`config.mk`:
```
export PLATFORM = sky130hd
export DESIGN_NAME = fcc_cell
export DESIGN_NICKNAME = d
export VERILOG_FILES = /design/src/rtl/full_cross_correlator_defines.svh /design/src/rtl/fcc_pkg.sv /design/src/rtl/fcc_cell.sv
export SDC_FILE = /design/constraint.sdc
export NUM_CORES = 1
export LEC_CHECK = 0
export BUFFER_PORTS_ARGS = -buffer_cell sky130_fd_sc_hd__buf_2
export CORE_MARGIN = 3
export CORE_UTILIZATION = 39
export DETAILED_ROUTE_END_ITERATION = 10
export PLACE_DENSITY_LB_ADDON = 0.1
export SYNTH_ARGS = -nofsm -noshare
export SYNTH_HDL_FRONTEND = slang
export SYNTH_SLANG_ARGS = --single-unit
export TNS_END_PERCENT = 10
```
`constraint.sdc`:
```
create_clock -name i_clk -period 8.97 [get_ports i_clk]
set_clock_uncertainty 0.05 [all_clocks]
set_input_delay 1.794 -clock i_clk [delete_from_list [all_inputs] [get_ports i_clk]]
set_output_delay 1.794 -clock i_clk [all_outputs]
set_load 0.02 [all_outputs]
```
`src/rtl/full_cross_correlator_defines.svh`:
```
// Assertion macros for the correlator RTL.
`ifndef FULL_CROSS_CORRELATOR_DEFINES_SVH
`define FULL_CROSS_CORRELATOR_DEFINES_SVH

// Same-cycle implication, checked outside reset.
`define FCC_ASSERT_NOW(lbl, clk, rst_n, ante, cons, msg) \
    lbl: assert property (@(posedge clk) disable iff (!rst_n) (ante) |-> (cons)) \
        else $error(msg);

// Next-cycle implication, checked outside reset.
`define FCC_ASSERT_NEXT(lbl, clk, rst_n, ante, cons, msg) \
    lbl: assert property (@(posedge clk) disable iff (!rst_n) (ante) |=> (cons)) \
        else $error(msg);

`endif

```
`src/rtl/fcc_pkg.sv`:
```
// Types, widths and codes shared by the correlator modules.
package fcc_pkg;

    localparam int TEMPLATE_DEPTH = 64;
    localparam int SAMPLE_W       = 16;
    localparam int PROD_W         = 2 * SAMPLE_W;
    localparam int CORR_W         = 48;
    localparam int LEN_CFG_W      = 7;
    localparam int TIDX_W         = 6;
    localparam int LEN_W          = $clog2(TEMPLATE_DEPTH + 1);
    localparam int CELL_IDX_W     = (TEMPLATE_DEPTH > 1) ? $clog2(TEMPLATE_DEPTH) : 1;

    localparam logic FUNC_TEMPLATE = 1'b0;
    localparam logic FUNC_SAMPLE   = 1'b1;

    typedef logic signed [SAMPLE_W-1:0] t_sample;
    typedef logic signed [CORR_W-1:0]   t_corr;

    typedef enum logic [1:0] {
        ST_IDLE,
        ST_FLUSH,
        ST_REPLAY
    } t_state;

    // What enters the head of the chain on a step
    typedef enum logic [1:0] {
        SRC_INPUT,
        SRC_ZERO,
        SRC_TAIL
    } t_src;

    typedef struct packed {
        logic step;
        logic clr_sum;
        logic clr_hist;
        logic tmpl_we;
        t_src src;
    } t_chain_ctl;

endpackage

```
`src/rtl/fcc_cell.sv`:
```
// One correlator cell: template tap, history tap and transposed partial sum.
module fcc_cell (
    input  logic                i_clk,
    input  logic                i_rst_n,
    input  fcc_pkg::t_chain_ctl i_ctl,
    input  logic                i_tmpl_we,
    input  fcc_pkg::t_sample    i_x,
    input  fcc_pkg::t_sample    i_hist,
    input  fcc_pkg::t_corr      i_sum,
    output fcc_pkg::t_sample    o_hist,
    output fcc_pkg::t_corr      o_sum
);
    import fcc_pkg::*;

    t_sample                    r_tmpl;
    t_sample                    r_hist;
    t_corr                      r_sum;
    logic signed [PROD_W-1:0]   w_prod;
    t_corr                      n_sum;

    assign w_prod = i_x * r_tmpl;
    assign n_sum  = i_sum + CORR_W'(w_prod);

    always_ff @(posedge i_clk) begin
        if (i_tmpl_we) begin
            r_tmpl <= i_x;
        end
    end

    always_ff @(posedge i_clk) begin
        if (!i_rst_n || i_ctl.clr_hist) begin
            r_hist <= '0;
        end else if (i_ctl.step) begin
            r_hist <= i_hist;
        end
    end

    always_ff @(posedge i_clk) begin
        if (!i_rst_n || i_ctl.clr_sum) begin
            r_sum <= '0;
        end else if (i_ctl.step) begin
            r_sum <= n_sum;
        end
    end

    assign o_hist = r_hist;
    assign o_sum  = r_sum;

endmodule

```
=== Word-level counts from Yosys, hierarchy flattened ===
Cells that the tools add are included.

* Input bits: 89
* Output and inout bits: 64
* Register bits after elaboration: 80
* Logic and storage cells: 8

* $add $sub $neg: 1
* Multiply operators: 1
* Reduce and logical (&&, ||, !) cells: 3

{| class="wikitable"
|+ Operators with widths
! kind !! number
|-
| $add A48 B32 Y48 || 1
|-
| $mul A16 B16 Y32 || 1
|-
| $logic_or A1 B1 Y1 || 2
|-
| $logic_not A1 Y1 || 1
|}

=== Depth between registers and ports, before layout ===
Gate-level depths: netlist of the first run.

* Word-level depth: 2
* Depth in mapped cells: 26
* Mapped depth without buffers: 24

=== Least setup slack after synthesis of the first run ===
OpenSTA, ideal clock, no wires.

* Kind: input -> register
* Start point: input port i_x[15]
* End point: register r_sum[46] (netlist: o_sum[46])
* Setup time: 0.063 ns
* Arrival time: 8.196 ns
* Data required time: 8.857 ns
* Setup slack: 0.661 ns
* Path buffers: 1
* Cell stages on the path: 24
* Path through: clkbuf_1 -> nand2_1 -> inv_1 -> fa_1 -> inv_1 -> fa_1 -> inv_1 -> fa_1 -> inv_1 -> fa_1 -> inv_1 -> fa_1 -> inv_1 -> fa_1 -> inv_1 -> ha_1 -> and2_2 -> a311o_1 -> a21oi_1 -> o211ai_1 -> nor2_2 -> o221ai_2 -> a2111o_1 -> nand3_1

* Cells in the longest elaborated chain, start to end: 2

{| class="wikitable"
|+ RTL lines
! element !! RTL line !! RTL
|-
| start: declaration || fcc_cell.sv:7 || <nowiki>input fcc_pkg::t_sample i_x,</nowiki>
|-
| $mul A16 B16 Y32 || fcc_cell.sv:21 || <nowiki>assign w_prod = i_x * r_tmpl;</nowiki>
|-
| $add A48 B32 Y48 || fcc_cell.sv:22 || <nowiki>assign n_sum = i_sum + CORR_W'(w_prod);</nowiki>
|-
| end signal: assignment || fcc_cell.sv:42 || <nowiki>r_sum <= n_sum;</nowiki>
|-
| end: declaration || fcc_cell.sv:17 || <nowiki>t_corr r_sum;</nowiki>
|}

Every way passes these cells.
A chain may end at the register's enable or synchronous reset.

=== Final worst setup path of the first run ===
Ends and elaborated chain as after synthesis.

==> results of run 1 <==
-- layout by cell type (no fill, tap or decap), types with 9 or more instances in the layout --
master and instances:
xor2_1 13, xnor2_1 26, edfxtp_1 16, o21ai_1 12
mux2i_1 47, buf_4 31, a21oi_1 48, fa_1 361
and2_1 121, inv_1 409, nand3_1 24, a21o_1 20
nand2_1 175, clkbuf_16 9, nor2_1 83, buf_2 149
o21a_1 10, o21ai_0 12, ha_1 131, nor3_1 14
and3_1 9, dfxtp_1 64
-- synthesized netlist by cell type, types with 8 or more instances --
library cell | number | area share, %
nor2_1 | 83 | 1.9
inv_1 | 409 | 9.2
xor2_1 | 13 | 0.68
nand3_1 | 24 | 0.72
and3_1 | 9 | 0.34
dfxtp_1 | 64 | 7.7
o21ai_1 | 12 | 0.36
xnor2_1 | 26 | 1.4
and2_1 | 121 | 4.5
o21ai_0 | 12 | 0.36
a21oi_1 | 48 | 1.4
nand2_1 | 175 | 3.9
o21a_1 | 10 | 0.45
nand2b_1 | 8 | 0.30
mux2i_1 | 47 | 2.8
clkbuf_1 | 52 | 1.2
edfxtp_1 | 16 | 2.9
nor3_1 | 14 | 0.42
a21o_1 | 20 | 0.90
fa_1 | 362 | 43
ha_1 | 131 | 9.8
-- per-stage QoR --
step	util [%]	std cells	setup WS (ps)	area (um^2)
floorplan	-	1765	661	16700
global placement	43.0	2420	467	18100
detailed placement	43.0	2420	426	18100
CTS	43.8	2436	784	18400
global route	43.8	2436	519	18400
finish	43.8	2436	872	18400
-- cell type report --
cell class                      instances  area (um^2)
Clock buffer                            9          225
Clock inverter                          7          110
Fill cell                            4241        23700
Inverter                              409         1540
Multi-Input combinational cell       1212        13200
Sequential cell                        80         1760
Tap cell                              539          674
Timing Repair Buffer                  180          978
-- flip-flops by register name (all words and copies together) (netlist names) --
register and count:
o_sum 48, r_tmpl 16, o_hist 16
-- worst max-delay path, stage by stage --
cell and delay, ps:
buf_2 150, nand2_1 160, inv_1 100, fa_2 660
inv_1 110, fa_1 560, inv_1 260, fa_1 550
inv_1 230, fa_1 460, inv_1 390, fa_1 500
inv_1 80, fa_1 410, inv_1 70, ha_1 240
and2_2 200, a311o_1 310, a21oi_1 160, o211ai_1 120
nor2_2 190, o221ai_2 130, a2111o_1 410, nand3_1 70
-- final timing paths --
path | startpoint | endpoint | slack [ps] | cells past startpoint
min | o_sum[7] | o_sum[7] | 410 | 2
max reg2reg | r_tmpl[1] | o_sum[46] | 1630 | 23
max | i_x[15] | o_sum[46] | 870 | 24
min reg2reg | o_sum[7] | o_sum[7] | 410 | 2
-- logic make-up after synthesis --
kind of cell	synth area share [%]
flip-flops	10.5
multiplexers	2.82
AND/OR/NAND/NOR	13.0
adder cells (fa/ha/maj)	53.2
AO/OA/AOI/OAI	7.62
buffers and inverters	10.7
XOR/XNOR	2.04
-- metal layers --
metal / global-route usage, % / part of all wire, % / vias to the layer above
met3: 2.39 / 3.1 / 33
met4: 3.46 / 1.6 / 2
met1: 27.8 / 44 / 6124
li1: - / - / 5633
met2: 35.8 / 51 / 216
met5: 0 / 0.030 / -
==> results.md, run 1 <==
- Status: complete, no violations
- # setup viols final: 0
- Starting Density: 39.6%
- Distinct cells, synth: 69
- CTS clk-pin slew, worst paths: 70 ps
- Synthesis-to-finish area growth: 10.4%
- Mapped cell area: 0.0167 mm^2
- Final GP Congestion: 0.897
- Crit. End Element: register
- Clock tree buffer depth: 2
- Largest net degree at the start of global routing: 64
- Sum of negative setup slack: 0 ps
- Final hold vios: 0
- Final nets: 2474
- CTS buffer count: 9
- Ys async rst share: 0%
- # rows: 75
- Share of layout cells above drive strength 1: 11.8%
- Relative slew slack: 30.4%
- Crit share post-route: 90.3%
- Syn nets: 2347
- Die area: 0.0454 mm^2
- CP required: 9210 ps
- Classification of the worst setup path: input pin to register
- CTS Hold Bufs: 0
- Maxcap violations: 0
- Diode count: 0
- First-pass GRT wire length: 72000 um
- Initial DRC count: 394
- DRC violations left: 0
- Yosys warns: 0
- Worst endpoint data arrival time: 8340 ps
- Clk_lat worst skew: 350 ps
- Vias in the first global route: 13.1k
- EDFF count, synth: 16
- Clk sinks: 80
- Slew at the pin with the worst max-slew slack: 1040 ps
- Min-Delay Path Class: register to register
- DP HPWL: 36500 um
- Post-CTS resize count: 0
- Total number of vias: 12.0k
- Wire per inst: 17.9 um
- IO buf count: 149
- Antenna-violating nets left: 0
- Synth Flop Type: dfxtp_1
- CP Max Fanout: 10
- Fmax: 123 MHz
- Gr usage total: 20.4%
- Io pins: 153
- Die width: 213 um
- Crit path time final: 8100 ps
- Hold Worst Slack: 413 ps
- Seq cells post-synth: 80
- Initial antenna violation count: 1
- Via/cell ratio: 4.93
- Worst setup SP type: input pin
- Slew Viols, Final: 0
- Synth Instances: 1765
- Syn Area/Cell: 9.47 um^2
- Core Area: 0.0421 mm^2
- Htree depth: 3
- Die extent in y: 213 um
- Root buf cell: clkbuf_16
- Grt total ovfl: 0
- CTS tree: built
- Share of the yosys chip area belonging to registers: 10.5%
- Postcts setup bufs: 0
- Pre-antenna DRT Iters: 5
- RSZ-0062 raised after global routing: no
- Drt total wl: 43600 um
Power of run 1 is left out: the tool's default activity adds up to more than one toggle a clock period on the data nets, which glitch-free logic cannot reach.
==> run 2, diff against run 1 <==
Settings changed: BUFFER_PORTS_ARGS -buffer_cell sky130_fd_sc_hd__buf_2 to -buffer_cell sky130_fd_sc_hd__clkbuf_2.
==> results.md, run 2 (synthesized netlist as in run 1, its figures left out) <==
- R2R Path Start: r_tmpl[1]
- Final nets: 2476 (+0.081%)
- CTS buffer count: 9 (unchanged)
- Grt total ovfl: 0 (unchanged)
- Die area: 0.0454 mm^2 (unchanged)
- Relative slew slack: 31.8% (+1.4 points)
- Core Area: 0.0421 mm^2 (unchanged)
- Initial DRC count: 449 (+14%)
- WHS Path Cells: 2 (unchanged)
- # setup viols final: 0 (unchanged)
- Clk sinks: 80 (unchanged)
- Most common cell after layout, fill and taps aside: inv_1
- Die width: 213 um (unchanged)
- IO buf count: 149 (unchanged)
- CP Max Fanout: 7 (-3)
- Crit. End Element: register
- Max reg flops: 48 (unchanged)
- DP HPWL: 36500 um (about the same)
- Crit path time final: 8100 ps (+3.19 ps)
- Share of layout cells above drive strength 1: 11.8% (+0.093 points)
- First-pass GRT wire length: 72200 um (+0.29%)
- Largest net degree at the start of global routing: 64 (unchanged)
- Gr usage total: 20.5% (+0.061 points)
- Slew Viols, Final: 0 (unchanged)
- Sum of negative setup slack: 0 ps (unchanged)
- Maxcap violations: 0 (unchanged)
- Diode count: 0 (unchanged)
- R2R cell count: 22 (-4.3%)
- Synthesis-to-finish area growth: 10.3% (about the same)
- CTS tree: built
- Worst setup SP type: input pin
- Classification of the worst setup path: input pin to register
- Pre-antenna DRT Iters: 7 (+2)
- WHS Endpoint: o_sum[7]
- Initial antenna violation count: 1 (unchanged)
- # rows: 75 (unchanged)
- Fill count: 4175 (-1.6%)
- Wire per inst: 17.9 um (-0.29%)
- RSZ-0062 raised after global routing: no
- CTS clk-pin slew, worst paths: 70 ps (about the same)
- Root buf cell: clkbuf_16
- Final GP Congestion: 0.891 (-0.72%)
- Post-layout worst setup margin: 869 ps (-3.19 ps)
- CP required: 9160 ps (-50 ps)
- Drt total wl: 43600 um (-0.20%)
- Clk_lat worst skew: 340 ps (about the same)
- Slew at the pin with the worst max-slew slack: 1020 ps (-21.1 ps)
- Final hold vios: 0 (unchanged)
- Starting Density: 39.6% (unchanged)
- Postcts setup bufs: 0 (unchanged)
- Min-Delay Path Class: register to register
- Post-CTS resize count: 0 (unchanged)
- Worst endpoint data arrival time: 8290 ps (-50 ps)
- Vias in the first global route: 13.2k (+0.84%)
- Io pins: 153 (unchanged)
- Hold Worst Slack: 414 ps (+0.829 ps)
- CTS Hold Bufs: 0 (unchanged)
- HP Start: o_sum[7]
- R2R Setup Slk: 1640 ps (about the same)
- Antenna-violating nets left: 0 (unchanged)
- Htree depth: 3 (unchanged)
- Status: complete, no violations
- DRC violations left: 0 (unchanged)
- Fmax: 123 MHz (about the same)
- Commonest cells after routing, fill and taps aside: inv_1, fa_1, nand2_1, clkbuf_2, ha_1
- Crit share post-route: 90.3% (about the same)
- Die extent in y: 213 um (unchanged)
- Total number of vias: 11.9k (-1.2%)
- RR Endpoint: o_sum[45]
- Clock tree buffer depth: 2 (unchanged)
- DP Worst Slack: 475 ps (+49.2 ps)
- Via/cell ratio: 4.87 (-1.3%)
==> run 2: worst max path at each step <==
| stage | startpoint | end | depth (start not counted) |
|---|---|---|---|
| floorplan | i_x[15] | o_sum[46] | 24 |
| global placement | i_x[15] | o_sum[47] | 24 |
| detailed placement | i_x[15] | o_sum[45] | 23 |
| CTS | i_x[15] | o_sum[45] | 23 |
| global route | i_x[15] | o_sum[47] | 24 |
| finish | i_x[15] | o_sum[45] | 23 |
==> run 2: metal layers <==
metal / global-route usage [%] / up-vias / share of wire (%)
met2: 36.3 / 201 / 51
met3: 2.20 / 28 / 3.0
met1: 27.6 / 5995 / 45
met4: 3.72 / 2 / 1.6
li1: - / 5635 / -
met5: 0 / - / 0.030
==> run 2: through the flow <==
step | cells | cell area [um^2] | utilization, %
after floorplan | 1765 | 16700 | -
after global placement | 2422 | 18100 | 43.1
after detailed placement | 2422 | 18100 | 43.1
after CTS | 2438 | 18400 | 43.8
after global routing | 2438 | 18400 | 43.8
final | 2438 | 18400 | 43.8
==> run 2: critical path: stages <==
cell	delay (ps)
clkbuf_2	140
nand2_1	170
inv_1	100
fa_2	660
inv_1	110
fa_1	590
inv_1	300
fa_1	530
inv_1	220
fa_1	470
inv_1	170
buf_4	210
fa_1	440
fa_1	450
ha_1	320
a21o_1	180
a21o_1	170
a21oi_1	250
o21ai_0	150
a31o_2	270
nor4_1	270
nor3_1	110
o21a_1	220
==> run 2: cell type report <==
cell class | instances | area [um^2] | share of cell area [%]
clock buffers | 10 | 239 | 1.30
clock inverters | 6 | 50.0 | 0.271
inverters | 409 | 1540 | 8.33
multi-input cells | 1212 | 13200 | 71.4
flip-flops and latches | 80 | 1760 | 9.56
well taps | 539 | 674 | 3.66
repair buffers | 182 | 1020 | 5.53
Power of run 2 is left out for the same reason.
