$ cat config.mk
export PLATFORM = sky130hd
export DESIGN_NAME = fcc_ctrl_flat
export DESIGN_NICKNAME = d
export VERILOG_FILES = /design/src/rtl/fcc_pkg.sv /design/src/rtl/fcc_if.sv /design/src/rtl/fcc_ctrl.sv /design/src/flat_wrapper.sv
export VERILOG_INCLUDE_DIRS = /design/src /design/src/rtl
export SDC_FILE = /design/constraint.sdc
export NUM_CORES = 1
export LEC_CHECK = 0
export ABC_CLOCK_PERIOD_IN_PS = 12300
export BUFFER_PORTS_ARGS = -buffer_cell sky130_fd_sc_hd__clkbuf_2
export CAP_MARGIN = 20
export CORE_MARGIN = 2
export CORE_UTILIZATION = 28
export DETAILED_ROUTE_END_ITERATION = 10
export PLACE_DENSITY = 0.55
export SLEW_MARGIN = 20
export SYNTH_ARGS = -nofsm -noshare
export SYNTH_HDL_FRONTEND = slang
export SYNTH_SLANG_ARGS = --single-unit
$ cat constraint.sdc
create_clock -name i_clk -period 12.3 [get_ports i_clk]
set_clock_uncertainty 0.1 [all_clocks]
set_input_delay 2.46 -clock i_clk [delete_from_list [all_inputs] [get_ports i_clk]]
set_output_delay 2.46 -clock i_clk [all_outputs]
set_load 0.02 [all_outputs]
$ cat src/rtl/full_cross_correlator_defines.svh
// Assertion macros for the correlator RTL.
`ifndef FULL_CROSS_CORRELATOR_DEFINES_SVH
`define FULL_CROSS_CORRELATOR_DEFINES_SVH

// Same-cycle implication, checked outside reset.
`define FCC_ASSERT_NOW(lbl, clk, rst_n, ante, cons, msg) \
    lbl: assert property (@(posedge clk) disable iff (!rst_n) (ante) |-> (cons)) \
        else $error(msg);

// Next-cycle implication, checked outside reset.
`define FCC_ASSERT_NEXT(lbl, clk, rst_n, ante, cons, msg) \
    lbl: assert property (@(posedge clk) disable iff (!rst_n) (ante) |=> (cons)) \
        else $error(msg);

`endif

$ cat src/rtl/fcc_pkg.sv
// Types, widths and codes shared by the correlator modules.
package fcc_pkg;

    localparam int TEMPLATE_DEPTH = 64;
    localparam int SAMPLE_W       = 16;
    localparam int PROD_W         = 2 * SAMPLE_W;
    localparam int CORR_W         = 48;
    localparam int LEN_CFG_W      = 7;
    localparam int TIDX_W         = 6;
    localparam int LEN_W          = $clog2(TEMPLATE_DEPTH + 1);
    localparam int CELL_IDX_W     = (TEMPLATE_DEPTH > 1) ? $clog2(TEMPLATE_DEPTH) : 1;

    localparam logic FUNC_TEMPLATE = 1'b0;
    localparam logic FUNC_SAMPLE   = 1'b1;

    typedef logic signed [SAMPLE_W-1:0] t_sample;
    typedef logic signed [CORR_W-1:0]   t_corr;

    typedef enum logic [1:0] {
        ST_IDLE,
        ST_FLUSH,
        ST_REPLAY
    } t_state;

    // What enters the head of the chain on a step
    typedef enum logic [1:0] {
        SRC_INPUT,
        SRC_ZERO,
        SRC_TAIL
    } t_src;

    typedef struct packed {
        logic step;
        logic clr_sum;
        logic clr_hist;
        logic tmpl_we;
        t_src src;
    } t_chain_ctl;

endpackage

$ cat src/rtl/fcc_if.sv
// Valid/ready channel interfaces for samples in and correlation results out.
interface fcc_in_if;
    import fcc_pkg::*;

    logic                valid;
    logic                ready;
    logic                func;
    t_sample             sample;
    logic [TIDX_W-1:0]   template_index;
    logic                last_sample;

    modport source (output valid, func, sample, template_index, last_sample, input ready);
    modport sink   (input valid, func, sample, template_index, last_sample, output ready);
endinterface

interface fcc_out_if;
    import fcc_pkg::*;

    logic  valid;
    logic  ready;
    t_corr correlation;
    logic  last_result;

    modport source (output valid, correlation, last_result, input ready);
    modport sink   (input valid, correlation, last_result, output ready);
endinterface

$ cat src/rtl/fcc_ctrl.sv
// Sequencer: input handshake, flush and replay counts, result register.
`include "full_cross_correlator_defines.svh"

module fcc_ctrl (
    input  logic                                i_clk,
    input  logic                                i_rst_n,
    fcc_in_if.sink                              i_x_if,
    fcc_out_if.source                           o_res_if,
    input  logic                                i_cfg_we,
    input  logic [fcc_pkg::LEN_CFG_W-1:0]       i_cfg_data,
    input  fcc_pkg::t_corr                      i_tail_sum,
    output fcc_pkg::t_chain_ctl                 o_ctl,
    output logic [fcc_pkg::CELL_IDX_W-1:0]      o_sel
);
    import fcc_pkg::*;

    t_state                 r_state, n_state;
    logic [LEN_W-1:0]       r_cnt, n_cnt;
    logic                   r_dirty, n_dirty;
    logic                   r_pend, n_pend;
    logic                   r_pend_last, n_pend_last;
    logic [LEN_CFG_W-1:0]   r_len;
    logic                   r_out_valid;
    t_corr                  r_out_corr;
    logic                   r_out_last;

    logic [LEN_W-1:0]       w_ny;
    logic                   w_emit;
    logic                   w_can_step;
    logic                   w_acc;
    logic                   w_idx_ok;

    always_comb begin
        if (r_len == '0) begin
            w_ny = LEN_W'(1);
        end else if (r_len > LEN_CFG_W'(TEMPLATE_DEPTH)) begin
            w_ny = LEN_W'(TEMPLATE_DEPTH);
        end else begin
            w_ny = LEN_W'(r_len);
        end
    end

    assign o_sel      = CELL_IDX_W'(w_ny - LEN_W'(1));
    assign w_emit     = r_pend && (!r_out_valid || o_res_if.ready);
    assign w_can_step = !r_pend || w_emit;
    assign w_idx_ok   = (TIDX_W+1)'(i_x_if.template_index) < (TIDX_W+1)'(TEMPLATE_DEPTH);

    assign i_x_if.ready = (r_state == ST_IDLE) && w_can_step;
    assign w_acc        = i_x_if.valid && i_x_if.ready;

    always_comb begin
        n_state     = r_state;
        n_cnt       = r_cnt;
        n_dirty     = r_dirty;
        n_pend      = r_pend && !w_emit;
        n_pend_last = r_pend_last;
        o_ctl       = '0;
        o_ctl.src   = SRC_INPUT;
        case (r_state)
            ST_IDLE: begin
                if (w_acc) begin
                    if (i_x_if.func == FUNC_SAMPLE) begin
                        o_ctl.step  = 1'b1;
                        n_pend      = 1'b1;
                        n_pend_last = i_x_if.last_sample && (w_ny == LEN_W'(1));
                        n_dirty     = 1'b1;
                        if (i_x_if.last_sample) begin
                            n_state = ST_FLUSH;
                            n_cnt   = w_ny - LEN_W'(1);
                        end
                    end else begin
                        o_ctl.tmpl_we = w_idx_ok;
                        // rebuild the partial sums against the new template
                        if (r_dirty) begin
                            o_ctl.clr_sum = 1'b1;
                            n_state       = ST_REPLAY;
                            n_cnt         = LEN_W'(TEMPLATE_DEPTH);
                        end
                    end
                end
            end
            ST_FLUSH: begin
                if (w_can_step) begin
                    if (r_cnt != '0) begin
                        o_ctl.step  = 1'b1;
                        o_ctl.src   = SRC_ZERO;
                        n_pend      = 1'b1;
                        n_pend_last = (r_cnt == LEN_W'(1));
                        n_cnt       = r_cnt - LEN_W'(1);
                    end else begin
                        o_ctl.clr_sum  = 1'b1;
                        o_ctl.clr_hist = 1'b1;
                        n_dirty        = 1'b0;
                        n_state        = ST_IDLE;
                    end
                end
            end
            ST_REPLAY: begin
                // rotate the history once round, oldest sample first
                o_ctl.step = 1'b1;
                o_ctl.src  = SRC_TAIL;
                n_cnt      = r_cnt - LEN_W'(1);
                if (r_cnt == LEN_W'(1)) begin
                    n_state = ST_IDLE;
                end
            end
            default: begin
                n_state = ST_IDLE;
            end
        endcase
    end

    always_ff @(posedge i_clk) begin
        if (!i_rst_n) begin
            r_state     <= ST_IDLE;
            r_cnt       <= '0;
            r_dirty     <= 1'b0;
            r_pend      <= 1'b0;
            r_pend_last <= 1'b0;
            r_len       <= LEN_CFG_W'(1);
            r_out_valid <= 1'b0;
        end else begin
            r_state     <= n_state;
            r_cnt       <= n_cnt;
            r_dirty     <= n_dirty;
            r_pend      <= n_pend;
            r_pend_last <= n_pend_last;
            if (i_cfg_we) begin
                r_len <= i_cfg_data;
            end
            if (w_emit) begin
                r_out_valid <= 1'b1;
            end else if (o_res_if.ready) begin
                r_out_valid <= 1'b0;
            end
        end
    end

    always_ff @(posedge i_clk) begin
        if (w_emit) begin
            r_out_corr <= i_tail_sum;
            r_out_last <= r_pend_last;
        end
    end

    assign o_res_if.valid       = r_out_valid;
    assign o_res_if.correlation = r_out_corr;
    assign o_res_if.last_result = r_out_last;

    `FCC_ASSERT_NOW(a_step_no_overwrite, i_clk, i_rst_n, o_ctl.step && r_state != ST_REPLAY, !r_pend || w_emit, "chain stepped over an unsent result")
    `FCC_ASSERT_NOW(a_replay_no_pend, i_clk, i_rst_n, r_state == ST_REPLAY, !r_pend, "result pending during replay")
    `FCC_ASSERT_NOW(a_last_at_flush_end, i_clk, i_rst_n, w_emit && r_pend_last, r_state == ST_FLUSH && r_cnt == '0, "final lag sent outside flush end")
    `FCC_ASSERT_NEXT(a_flush_clears, i_clk, i_rst_n, o_ctl.clr_hist, r_state == ST_IDLE && !r_dirty, "flush end did not return to idle")

endmodule

$ cat src/flat_wrapper.sv
// flat-port wrapper written by rule: the top's interface ports become plain ports
module fcc_ctrl_flat import fcc_pkg::*;
  (i_clk, i_rst_n, i_cfg_we, i_cfg_data, i_tail_sum, o_ctl, o_sel, i_x_if_valid, i_x_if_func, i_x_if_sample, i_x_if_template_index, i_x_if_last_sample, i_x_if_ready, o_res_if_valid, o_res_if_correlation, o_res_if_last_result, o_res_if_ready);
  fcc_in_if i_x_if_i ();
  fcc_out_if o_res_if_i ();
  input  logic i_clk;
  input  logic i_rst_n;
  input  logic i_cfg_we;
  input  logic [fcc_pkg::LEN_CFG_W-1:0] i_cfg_data;
  input  fcc_pkg::t_corr i_tail_sum;
  output fcc_pkg::t_chain_ctl o_ctl;
  output logic [fcc_pkg::CELL_IDX_W-1:0] o_sel;
  input wire logic [$bits(i_x_if_i.valid)-1:0] i_x_if_valid;
  input wire logic [$bits(i_x_if_i.func)-1:0] i_x_if_func;
  input wire logic [$bits(i_x_if_i.sample)-1:0] i_x_if_sample;
  input wire logic [$bits(i_x_if_i.template_index)-1:0] i_x_if_template_index;
  input wire logic [$bits(i_x_if_i.last_sample)-1:0] i_x_if_last_sample;
  output wire logic [$bits(i_x_if_i.ready)-1:0] i_x_if_ready;
  output wire logic [$bits(o_res_if_i.valid)-1:0] o_res_if_valid;
  output wire logic [$bits(o_res_if_i.correlation)-1:0] o_res_if_correlation;
  output wire logic [$bits(o_res_if_i.last_result)-1:0] o_res_if_last_result;
  input wire logic [$bits(o_res_if_i.ready)-1:0] o_res_if_ready;
  assign i_x_if_i.valid = i_x_if_valid;
  assign i_x_if_i.func = i_x_if_func;
  assign i_x_if_i.sample = i_x_if_sample;
  assign i_x_if_i.template_index = i_x_if_template_index;
  assign i_x_if_i.last_sample = i_x_if_last_sample;
  assign i_x_if_ready = i_x_if_i.ready;
  assign o_res_if_valid = o_res_if_i.valid;
  assign o_res_if_correlation = o_res_if_i.correlation;
  assign o_res_if_last_result = o_res_if_i.last_result;
  assign o_res_if_i.ready = o_res_if_ready;
  fcc_ctrl u_core (.i_clk(i_clk), .i_rst_n(i_rst_n), .i_x_if(i_x_if_i), .o_res_if(o_res_if_i), .i_cfg_we(i_cfg_we), .i_cfg_data(i_cfg_data), .i_tail_sum(i_tail_sum), .o_ctl(o_ctl), .o_sel(o_sel));
endmodule
### Word-level counts from Yosys, hierarchy flattened

Cells that the tools add are included.
Widths: inputs -> output; s select.

* input port bits: 84
* bits in registers: 69
* logic and storage cells: 94

* equality and inequality tests: 12
* $lt $le $gt $ge: 1
* add/subtract/negate cells: 2
* multiplexer cells: 50
* reduce and logical (&&, ||, !) cells: 20

Operators by type and width (number)
* $mux 7: 8
* $mux 1: 23
* $pmux 7 s3: 1
* $mux 2: 10
* $eq 7x1->1 const B: 2
* $sub 7x1->7 const B: 2
* $reduce_and 6->1: 2
* $reduce_and 5->1: 2
* $ne 2x1->1 const B: 4
* $pmux 1 s2: 4
* $gt 7x7->1 const B: 1
* $logic_not 7->1: 1
* $reduce_bool 7->1: 1
* $pmux 2 s3: 1
* $logic_and 1x1->1: 5
* $ne 2x2->1 const B: 2
* $pmux 2 s2: 1
* $reduce_bool 2->1: 2
* $logic_not 1->1: 3
* $mux 3: 1
* $ne 3x2->1 const B: 1
* $ne 3x3->1 const B: 1
* $pmux 1 s3: 1
* $reduce_bool 3->1: 1
* 4 further kinds: 5

### Depth between registers and ports, before layout

* depth after elaboration: 8
* gate-level depth with buffers: 9
* gate-level depth less buffers: 8

### Least setup slack after synthesis

No wires, ideal clock.

* kind: input port to flip-flop
* start point: in o_res_if_ready
* end point: reg u_core.r_out_corr[0] (netlist: u_core.o_res_if.correlation[0]) (enable)
* required time: 11670 ps
* cell stages on the path: 2
* arrival time: 6084 ps
* path buffers: 0
* setup slack: 5585 ps
* cells stage by stage: inv_1 -> a21boi_0

* cells in the longest elaborated chain, start to end: 2

Ends and longest elaborated chain
* start, declared: line flat_wrapper.sv:22 `input wire logic [$bits(o_res_if_i.ready)-1:0] o_res_if_ready;`
* $logic_or 1x1->1: line fcc_ctrl.sv:44 `assign w_emit = r_pend && (!r_out_valid || o_res_if.ready);`
* $logic_and 1x1->1: line fcc_ctrl.sv:44
* named net u_core.w_emit: line fcc_ctrl.sv:28 `logic w_emit;`
* end signal, assigned: line fcc_ctrl.sv:141 `r_out_corr <= i_tail_sum;`
* end, declared: line fcc_ctrl.sv:24 `t_corr r_out_corr;`

The timed path passes the listed nets, and every way through them passes these cells.
A chain may end at the register's enable or synchronous reset.

==> results.sh <==
export IMPL_synth_nets=308
export IMPL_ys_seq_area_share_pct=67.0
export IMPL_rsz0062_at_grt="false"
export IMPL_die_h_um=104
export IMPL_cts_setup_buffers=0
export IMPL_ant_nets=0
export IMPL_synth_xor_area_share_pct=0.627
export IMPL_synth_top_family_by_area="simple AND/OR/NAND/NOR gates"
export IMPL_crit_required_ns=9.74
export IMPL_rows=36
export IMPL_report_final_slew_viol_count=0
export IMPL_synth_largest_area_cell="edfxtp_1"
export IMPL_wl_mm=6.43
export IMPL_fin_crit_sh_pct=47.9
export IMPL_diodes=0
export IMPL_async_reset_ff_share_pct=0
export IMPL_power_density_nw_per_um2=156
export IMPL_area_growth_pct=34.4
export IMPL_portBuffers=124
export IMPL_synth_area_mux_share_pct=3.22
export IMPL_synth_top_cells_by_area="edfxtp_1 53%, dfxtp_1 14%, ha_1 3.6%"
export IMPL_globalplace_congestion=0.778
export IMPL_hold_ws_ns=0.345
export IMPL_avgViaCountPerCell=4.44
export IMPL_place_inst=466
export IMPL_nets=436
export IMPL_synthFlopType="edfxtp_1"
export IMPL_drive_gt1_share_pct=42.7
export IMPL_syn_inst=216
export IMPL_setup_viol=0
export IMPL_cp_arrival_ns=3.33
export IMPL_die_w_um=104
export IMPL_setup_tns_ns=0
export IMPL_synth_fa_ha_area_share_pct=3.58
export IMPL_grt_pass1_wl_mm=10.2
export IMPL_grt_overflow=0
export IMPL_synth_compound_area_share_pct=10.4
export IMPL_cap_violations=0
export IMPL_dp_hpwl_mm=4.88
export IMPL_end_kind="primary output"
export IMPL_synth_area_sq_um=2800
export IMPL_max_slew_margin_pct=59.9
export IMPL_ctsHoldBuffers=0
export IMPL_irDropWorstVdd_v=0.0000518
export IMPL_synth_edf_count=49
export IMPL_clk_insertion_delay_late_ns=0.34
export IMPL_cts_tree="built"
export IMPL_io_pins=147
export IMPL_synth_avg_cell_area_sq_um=12.9
export IMPL_synth_seq_cells=69
export IMPL_vias=2141
export IMPL_drtIter0Drc=80
export IMPL_htreeDepth=3
export IMPL_hold_violations=0
export IMPL_min_period_ns=5.89
export IMPL_crit_fanout=6
export IMPL_dieArea_sq_um=10800
export IMPL_grt_start_max_net_pins=44
export IMPL_synth_common_cells="49 x edfxtp_1, 20 x dfxtp_1, 20 x nor2_1"
export IMPL_first_global_vias=2000
export IMPL_clkTransAtPathRegs_ns=0.07
export IMPL_synth_most_common_cell="edfxtp_1"
export IMPL_numClockSinks=69
export IMPL_start_kind="input pin"
export IMPL_fmax_ghz=0.170
export IMPL_p_total_mw=0.586
export IMPL_drt_pass1_iter_count=4
export IMPL_root_buffer="clkbuf_8"
export IMPL_cts_inserted_buffers=9
export IMPL_netlist_cell_type_count=48
export IMPL_grt_usage_pct=12.2
export IMPL_cts_resized=0
export IMPL_drc=0
export IMPL_hold_path_class="reg -> reg"
export IMPL_yosys_warnings=0
export IMPL_avgRoutedWirePerCell_um=13.3
export IMPL_yosys_area_top_type_share_pct=52.6
export IMPL_antenna_found_initial=0
export IMPL_outcome="finished clean"
export IMPL_worst_setup_path_type="in -> out"
export IMPL_worst_slew_pin_transition_ns=0.598
export IMPL_synth_simple_area_share_pct=12.6
export IMPL_core_area_sq_um=9730
export IMPL_initial_core_util_pct=28.7
export IMPL_final_cells=482
export IMPL_clockBufferDepth=2
export IMPL_leakagePower_nw=1.61
where the power goes:
group | internal [mW] | switching, mW | total [mW]
Sequential | 0.270 | 0.00962 | 0.279
Clock | 0.0932 | 0.0849 | 0.178
Combinational | 0.0482 | 0.0803 | 0.129
Total | 0.411 | 0.175 | 0.586
metrics by stage:
step                setup WS, ns  util (%)  area, sq um
global route                6.33      38.6         3760
CTS                         6.40      38.6         3760
floorplan                   5.59         -         2800
finish                      6.41      38.6         3760
global placement            6.40      36.7         3570
detailed placement          6.41      36.7         3570
worst paths after layout:
kind                                                 to  cells after the start  slack (ns)                             from
setup / recovery                               o_ctl[4]                      5        6.41                   o_res_if_ready
hold / removal    u_core.o_res_if.last_result$_DFFE_PP_                      0        0.34  u_core.r_pend_last$_SDFFE_PN0P_
setup reg to reg           u_core.r_cnt[0]$_SDFFE_PN0P_                      7        9.87   u_core.r_state[0]$_SDFFE_PN0P_
hold reg to reg   u_core.o_res_if.last_result$_DFFE_PP_                      0        0.34  u_core.r_pend_last$_SDFFE_PN0P_
registers in the layout (all words and copies together), names as in the netlist:
signal                       cells
u_core.r_pend                    1
u_core.o_res_if.correlation     48
u_core.o_res_if.last_result      1
u_core.o_res_if.valid            1
u_core.r_state                   2
u_core.r_cnt                     7
u_core.r_pend_last               1
u_core.r_len                     7
u_core.r_dirty                   1
worst max-delay path: stages:
cell      delay [ns]
clkbuf_2        0.10
and3b_1         0.24
nor3_1          0.23
a21o_1          0.14
clkbuf_2        0.16
final cells by class:
class	instances	area, sq um
repair buffers	125	628
inverters	10	37.5
clock buffers	10	128
well taps	133	166
fillers	985	5970
clock inverters	6	63.8
flip-flops and latches	69	1870
multi-input cells	129	862
cell usage in the layout, fill, tap and decap left out, types with 6 or more instances in the layout:
| cell | instances |
|---|---|
| nor3_1 | 6 |
| clkbuf_8 | 9 |
| nor2_1 | 20 |
| mux2i_1 | 9 |
| ha_1 | 8 |
| inv_1 | 9 |
| nand2_1 | 9 |
| a21oi_1 | 15 |
| edfxtp_1 | 49 |
| nand2b_1 | 7 |
| nand3_1 | 8 |
| dfxtp_1 | 20 |
| clkbuf_2 | 124 |
cell families after synthesis:
| logic type | Yosys count |
|---|---|
| DFF | 69 |
| xor gates and xnor gates | 2 |
| and+or+nand+nor | 67 |
| AOI/OAI and AO/OA | 43 |
| adders and majority gates | 8 |
| buffers and inverters | 18 |
| muxes | 9 |
layer usage:
layer	vias up	share of wire, %	global-route usage [%]
met4	0	2.2	6.95
met1	981	45	15.2
met2	100	45	18.6
met5	-	0	0
met3	10	7.8	3.88
li1	1050	-	-
No activity file was read; power rests on OpenSTA's default activity.
